[config.mk]
export PLATFORM = sky130hd
export DESIGN_NAME = lifo_stack_binary_text_pop_unit
export DESIGN_NICKNAME = d
export VERILOG_FILES = /design/src/rtl/lsbt_pkg.sv /design/src/rtl/lsbt_cell.sv /design/src/rtl/lsbt_serializer.sv /design/src/rtl/lifo_stack_binary_text_pop_unit.sv
export SDC_FILE = /design/constraint.sdc
export NUM_CORES = 2
export LEC_CHECK = 0
export BUFFER_PORTS_ARGS = -buffer_cell sky130_fd_sc_hd__buf_2
export CORE_ASPECT_RATIO = 0.7
export CORE_MARGIN = 2
export CORE_UTILIZATION = 45
export CTS_CLUSTER_SIZE = 8
export DETAILED_ROUTE_END_ITERATION = 8
export PLACE_DENSITY_LB_ADDON = 0.2
export SLEW_MARGIN = 20
export SYNTH_ARGS = -nofsm -noshare
export SYNTH_HDL_FRONTEND = slang
export SYNTH_SLANG_ARGS = --single-unit
[constraint.sdc]
create_clock -name clk_i -period 163.8 [get_ports clk_i]
set_input_delay 32.76 -clock clk_i [delete_from_list [all_inputs] [get_ports clk_i]]
set_output_delay 32.76 -clock clk_i [all_outputs]
set_load 0.02 [all_outputs]
[src/rtl/lsbt_pkg.sv]
// Shared types and constants for the LIFO stack with binary text pop output.
`default_nettype none

package lsbt_pkg;

  localparam int unsigned Depth     = 64;
  localparam int unsigned ValueBits = 31;
  localparam int unsigned DepthW    = $clog2(Depth + 1);
  localparam int unsigned SerCntW   = $clog2(ValueBits + 1);
  localparam int unsigned CharW     = 6;

  localparam logic [CharW-1:0] CharZero = CharW'(48);
  localparam logic [CharW-1:0] CharOne  = CharW'(49);

  typedef enum logic {
    KindPush = 1'b0,
    KindPop  = 1'b1
  } kind_e;

  typedef enum logic [1:0] {
    StatusPushOk   = 2'd0,
    StatusPushFull = 2'd1,
    StatusPopEmpty = 2'd2,
    StatusPopChar  = 2'd3
  } status_e;

  typedef enum logic {
    StIdle = 1'b0,
    StSer  = 1'b1
  } state_e;

  typedef struct packed {
    kind_e                kind;
    logic [ValueBits-1:0] value;
  } in_word_t;

  typedef struct packed {
    status_e           status;
    logic [CharW-1:0]  bit_char;
    logic              last;
    logic [DepthW-1:0] depth_now;
  } out_word_t;

  typedef struct packed {
    logic push;
    logic pop;
  } shift_t;

  typedef struct packed {
    logic emit;
    logic one;
    logic last;
  } ser_step_t;

endpackage

`default_nettype wire

[src/rtl/lsbt_cell.sv]
// One stack entry that shifts down on a push and up on a pop.
`default_nettype none

module lsbt_cell (
  input  logic                          clk_i,
  input  lsbt_pkg::shift_t              ctl_i,
  input  logic [lsbt_pkg::ValueBits-1:0] above_i,
  input  logic [lsbt_pkg::ValueBits-1:0] below_i,
  output logic [lsbt_pkg::ValueBits-1:0] data_o
);
  import lsbt_pkg::*;

  logic [ValueBits-1:0] data_q;

  always_ff @(posedge clk_i) begin
    if (ctl_i.push) begin
      data_q <= above_i;
    end else if (ctl_i.pop) begin
      data_q <= below_i;
    end
  end

  assign data_o = data_q;

endmodule

`default_nettype wire

[src/rtl/lsbt_serializer.sv]
// Bit serializer that walks a popped value from its most significant bit.
`default_nettype none

module lsbt_serializer (
  input  logic                           clk_i,
  input  logic                           rst_ni,
  input  logic                           load_i,
  input  logic [lsbt_pkg::ValueBits-1:0] value_i,
  input  logic                           advance_i,
  output lsbt_pkg::ser_step_t            step_o
);
  import lsbt_pkg::*;

  logic [ValueBits-1:0] sh_q, sh_d;
  logic [SerCntW-1:0]   cnt_q, cnt_d;
  logic                 seen_q, seen_d;
  logic                 bit_cur;

  assign bit_cur     = sh_q[ValueBits-1];
  assign step_o.one  = bit_cur;
  assign step_o.last = (cnt_q == SerCntW'(1));
  assign step_o.emit = seen_q | bit_cur | step_o.last;

  always_comb begin
    sh_d   = sh_q;
    cnt_d  = cnt_q;
    seen_d = seen_q;
    if (load_i) begin
      sh_d   = value_i;
      cnt_d  = SerCntW'(ValueBits);
      seen_d = 1'b0;
    end else if (advance_i && (cnt_q != '0)) begin
      sh_d   = sh_q << 1;
      cnt_d  = cnt_q - SerCntW'(1);
      seen_d = seen_q | bit_cur;
    end
  end

  always_ff @(posedge clk_i or negedge rst_ni) begin
    if (!rst_ni) begin
      cnt_q  <= '0;
      seen_q <= 1'b0;
    end else begin
      cnt_q  <= cnt_d;
      seen_q <= seen_d;
    end
  end

  always_ff @(posedge clk_i) begin
    sh_q <= sh_d;
  end

endmodule

`default_nettype wire

[src/rtl/lifo_stack_binary_text_pop_unit.sv]
// Top level of the LIFO stack whose pops are sent out as binary text.
//
//   Channel | Direction | Handshake         | Word
//   in      | input     | in_valid_i/stall  | lsbt_pkg::in_word_t
//   out     | output    | out_valid_o/stall | lsbt_pkg::out_word_t
//
// A push produces one word. A pop walks the serializer one bit per cycle
// unless the output stalls, giving a word per significant digit, or
// one for a zero value; an empty pop produces one word.
// The stack is a row of cells that all shift together on push and pop.
// Reset empties the stack; the cell contents are not cleared.
// A stall on the output holds the serializer until the word is taken.
`default_nettype none

module lifo_stack_binary_text_pop_unit (
  input  logic                clk_i,
  input  logic                rst_ni,
  input  logic                in_valid_i,
  output logic                in_stall_o,
  input  lsbt_pkg::in_word_t  in_data_i,
  output logic                out_valid_o,
  input  logic                out_stall_i,
  output lsbt_pkg::out_word_t out_data_o
);
  import lsbt_pkg::*;

  localparam logic [DepthW-1:0] DepthFull = DepthW'(Depth);

  state_e              state_q, state_d;
  logic [DepthW-1:0]   count_q, count_d;
  logic                out_valid_q, out_valid_d;
  out_word_t           out_q, out_d;
  logic                in_accept;
  logic                advance;
  logic                ser_load;
  logic                full;
  logic                empty;
  shift_t              shift_ctl;
  ser_step_t           ser_step;
  logic [ValueBits-1:0] cell_data [Depth];

  assign full       = (count_q == DepthFull);
  assign empty      = (count_q == '0);
  assign in_stall_o = (state_q != StIdle) || (out_valid_q && out_stall_i);
  assign in_accept  = in_valid_i && !in_stall_o;
  assign advance    = (state_q == StSer) && (!out_valid_q || !out_stall_i);
  assign ser_load   = in_accept && (in_data_i.kind == KindPop) && !empty;

  assign shift_ctl.push = in_accept && (in_data_i.kind == KindPush) && !full;
  assign shift_ctl.pop  = ser_load;

  for (genvar i = 0; i < Depth; i++) begin : g_cell
    logic [ValueBits-1:0] above;
    logic [ValueBits-1:0] below;
    if (i == 0) begin : g_top
      assign above = in_data_i.value;
    end else begin : g_mid
      assign above = cell_data[i-1];
    end
    if (i == Depth - 1) begin : g_bottom
      assign below = '0;
    end else begin : g_up
      assign below = cell_data[i+1];
    end
    lsbt_cell u_cell (
      .clk_i   (clk_i),
      .ctl_i   (shift_ctl),
      .above_i (above),
      .below_i (below),
      .data_o  (cell_data[i])
    );
  end

  lsbt_serializer u_ser (
    .clk_i     (clk_i),
    .rst_ni    (rst_ni),
    .load_i    (ser_load),
    .value_i   (cell_data[0]),
    .advance_i (advance),
    .step_o    (ser_step)
  );

  always_comb begin
    state_d     = state_q;
    count_d     = count_q;
    out_d       = out_q;
    out_valid_d = out_valid_q && out_stall_i;
    unique case (state_q)
      StIdle: begin
        if (in_accept) begin
          out_valid_d    = 1'b1;
          out_d.bit_char = '0;
          out_d.last     = 1'b1;
          if (in_data_i.kind == KindPush) begin
            if (full) begin
              out_d.status    = StatusPushFull;
              out_d.depth_now = count_q;
            end else begin
              count_d         = count_q + DepthW'(1);
              out_d.status    = StatusPushOk;
              out_d.depth_now = count_d;
            end
          end else if (empty) begin
            out_d.status    = StatusPopEmpty;
            out_d.depth_now = '0;
          end else begin
            out_valid_d = out_valid_q && out_stall_i;
            count_d     = count_q - DepthW'(1);
            state_d     = StSer;
          end
        end
      end
      StSer: begin
        if (advance) begin
          if (ser_step.emit) begin
            out_valid_d     = 1'b1;
            out_d.status    = StatusPopChar;
            out_d.bit_char  = ser_step.one ? CharOne : CharZero;
            out_d.last      = ser_step.last;
            out_d.depth_now = count_q;
          end
          if (ser_step.last) begin
            state_d = StIdle;
          end
        end
      end
      default: state_d = StIdle;
    endcase
  end

  always_ff @(posedge clk_i or negedge rst_ni) begin
    if (!rst_ni) begin
      state_q     <= StIdle;
      count_q     <= '0;
      out_valid_q <= 1'b0;
    end else begin
      state_q     <= state_d;
      count_q     <= count_d;
      out_valid_q <= out_valid_d;
    end
  end

  always_ff @(posedge clk_i) begin
    out_q <= out_d;
  end

  assign out_valid_o = out_valid_q;
  assign out_data_o  = out_q;

  a_count_bound: assert property (@(posedge clk_i) disable iff (!rst_ni)
    count_q <= DepthFull)
    else $error("stack count exceeds capacity");

  a_pop_enters_ser: assert property (@(posedge clk_i) disable iff (!rst_ni)
    ser_load |=> (state_q == StSer))
    else $error("pop of a held value did not start the serializer");

  a_push_grows: assert property (@(posedge clk_i) disable iff (!rst_ni)
    shift_ctl.push |=> (count_q == $past(count_q) + DepthW'(1)))
    else $error("push did not grow the stack");

  a_non_char_last: assert property (@(posedge clk_i) disable iff (!rst_ni)
    (out_valid_q && (out_q.status != StatusPopChar)) |-> out_q.last)
    else $error("push or empty-pop word without last");

  a_ser_full_width: assert property (@(posedge clk_i) disable iff (!rst_ni)
    (advance && ser_step.last) |=> (state_q == StIdle))
    else $error("serializer did not return to idle after its last bit");

endmodule

`default_nettype wire

==> results_dict.tcl <==
set metrics [dict create \
    via_per_inst 4.890 \
    critPathLaunchType "input pin" \
    die_y_um 374.7 \
    synth_top_cell_area_share_pct 68.92 \
    antenna_found_initial 1 \
    initial_core_util_pct 45.13 \
    die_x_um 533.5 \
    clk_pin_slew_ns 0.05 \
    num_rows 136 \
    synth-seq-cells 2042 \
    antenna_left 0 \
    track_usage_pct 14.41 \
    ys.flop_type "edfxtp_1" \
    cts_buffers 297 \
    clockPowerShare_pct 39.7 \
    reg2reg_depth 11 \
    drv_cap 0 \
    critPathMaxStageDelay_ns 0.35 \
    syn2layout_area_growth_pct 9.357 \
    grt_max_degree 241 \
    nFillCells 17680 \
    io_pins 54 \
    cp_data_required_time_ns 131.04 \
    drive_gt1_share_pct 5.525 \
    dr.first_iter.drc_count 4715 \
    min_period_over_period_pct 40.46 \
    layout.nets 8541 \
    cts-hold-fix-buffers 0 \
    dp_hpwl_um 77670 \
    grt_pass1_wl_um 252200 \
    register_area_um2 61240 \
    multi_input_area_um2 23310 \
    ys_types 49 \
    gp_congestion 0.7334 \
    p_int_mw 1.024 \
    cellLeakagePower_nw 39.90 \
    power.switching_mw 0.3253 \
    setup_tns_ns 0 \
    tightest_slew_ns 1.073 \
    synthTopCellsByCount "5882 x nand2_1, 2027 x edfxtp_1, 191 x buf_6" \
    rsz0062_at_grt "false" \
    layoutNonFillerInstCount 11170 \
    via_count 54600 \
    cts.sinks 2042 \
    hold_violations 0 \
    cp_max_fo 6 \
    dieArea_um2 199900 \
    core_region_area_um2 195700 \
    finalClockSkew_ns 0.05567 \
    clk_latency_ns 0.80 \
    finalMaxSlewViolations 0 \
    cts_max_level 5 \
    holdCritPathClass "flip-flop to flip-flop" \
    grt_pass1_vias 53580 \
    path_cells "buf_2 -> a21oi_2 -> inv_1 -> buf_2" \
    worstPathArrival_ns 33.51 \
    min_period_ns 66.27 \
    grt_overflow 0 \
    run_status "finished, final reports clean" \
    relSlewSlack_pct 28.45 \
    swShare_pct 24.11 \
    wl_per_cell_um 13.05 \
    fmax_ghz 0.01509 \
    drc 0 \
    yosysMostFrequentCell "nand2_1" \
    synth-async-reset-ratio_pct 0.7346 \
    vdd_drop_max_v 0.000008292 \
    synth_edf_count 2027 \
    critPathKind "input pin to output pin" \
    pwr-share-seq_pct 50.6 \
    syn_area_um2 88320 \
    firstDrtPassIters 5 \
    p_per_area_nw_per_um2 13.97 \
    slowest_stage "a21oi_2" \
    yosys-top-cells-area "edfxtp_1 69%, nand2_1 25%, buf_6 2.4%" \
    combPwrFrac_pct 9.7 \
    ys_warn_count 0 \
    cts_tree "built" \
    synthCells 8543 \
    ys_seq_area_share_pct 69.34 \
    setup-violations-final 0 \
    post-cts-setup-buffers 0 \
    dp_cells 10820 \
    yosysTopAreaCell "edfxtp_1" \
    io_buffers 50 \
    syn_area_per_cell_um2 10.34 \
    cp_common_cell "buf_2" \
    cts-root-buf "clkbuf_16" \
    totalWireLength_um 145700 \
    cts_resized 0 \
    hold_depth 2 \
    end_kind "output pin" \
    clk_path_buf_depth 4 \
]
-- cell usage in the layout, fill, tap and decap left out, types with 6 or more instances in the layout --
master     count
nand2_1     5882
edfxtp_1    2027
clkbuf_16    305
buf_4         52
buf_2         50
and2_1        34
mux2_2        30
clkbuf_1      23
dfrtp_1       15
a21oi_1       11
inv_1         10
o21ai_0        9
buf_12         8
nor2_1         6
nand3_1        6
nor3_1         6
clkinv_8       6
-- through the flow --
| step | hold WS [ns] | setup slack [ns] | utilization [%] | cell area (µm²) | power (mW) |
|---|---|---|---|---|---|
| 6_report | 0.4934 | 97.53 | 49.36 | 96590 | 1.349 |
| 5_1_grt | 0.5155 | 97.49 | 49.36 | 96590 | 1.415 |
| 4_1_cts | 0.4934 | 97.55 | 49.35 | 96580 | 1.371 |
| 3_5_place_dp | 0.4884 | 97.56 | 45.32 | 88690 | 0.8261 |
| 3_3_place_gp | 0.4718 | 97.57 | 45.32 | 88690 | 0.8197 |
| 2_1_floorplan | 0.4231 | 39.30 | - | 88330 | 1.042 |
-- metal layers --
metal  up-vias  global-route usage, %  part of all wire, %
met1     26170                  20.76                   50
li1      27420                      -                    -
met2       751                  22.32                   44
met4         0                  4.338                  2.3
met3       262                  2.545                  3.8
met5         -                      0                    0
-- flip-flops by register name (all words and copies together) (netlist names) --
name and count:
u_ser.sh_q 31, state_q 1, count_q 7, u_ser.seen_q 1, out_data_o 12, out_valid_o 1, u_ser.cnt_q 5, g_cell.u_cell.data_o 1984
-- cells by family (layout without fill, tap and decap cells) --
group                      Yosys count  count (layout)  synth area share, %
buffers and inverters              465             463                4.318
muxes                               34              34               0.4278
adders and majority gates            4               4              0.05667
DFF                               2042            2042                69.34
other                                1               4             0.004246
and+or+nand+nor                   5948            5948                25.45
xor gates and xnor gates             4               4              0.03967
AOI/OAI and AO/OA                   45              45               0.3612
-- power by group through the flow --
stage          clock, mW  sequential [mW]  combinational [mW]
6_report           0.536            0.682               0.131
5_1_grt            0.574            0.688               0.153
3_5_place_dp           0            0.692               0.135
3_3_place_gp           0            0.690               0.130
4_1_cts            0.553            0.682               0.135
2_1_floorplan          0            0.930               0.111
-- final timing paths --
kind	to	start	slack, ns
setup / recovery	in_stall_o	out_stall_i	97.53
hold / removal	g_cell[62].u_cell.data_o[27]	g_cell[63].u_cell.data_o[27]	0.49
setup reg to reg	g_cell[52].u_cell.data_o[14]	count_q[0]	157.57
hold reg to reg	g_cell[62].u_cell.data_o[27]	g_cell[63].u_cell.data_o[27]	0.49
max in group asynchronous	u_ser.cnt_q[3]	rst_ni	131.63
min in group asynchronous	count_q[2]	rst_ni	31.88
-- cell type report --
type                            instances  area share (%)
Inverter                               10         0.03886
Sequential cell                      2042           63.41
Clock inverter                         13          0.1762
Timing Repair Buffer                  112          0.8524
Antenna cell                            1        0.002591
Multi-Input combinational cell       6038           24.13
Clock buffer                          328           7.991
Tap cell                             2622           3.397
-- critical path, delay by kind of cell --
family | cells | cell delay (ns)
buffers and inverters | 3 | 0.41
AOI/OAI and AO/OA | 1 | 0.35
(Power assumes the default switching activity.)
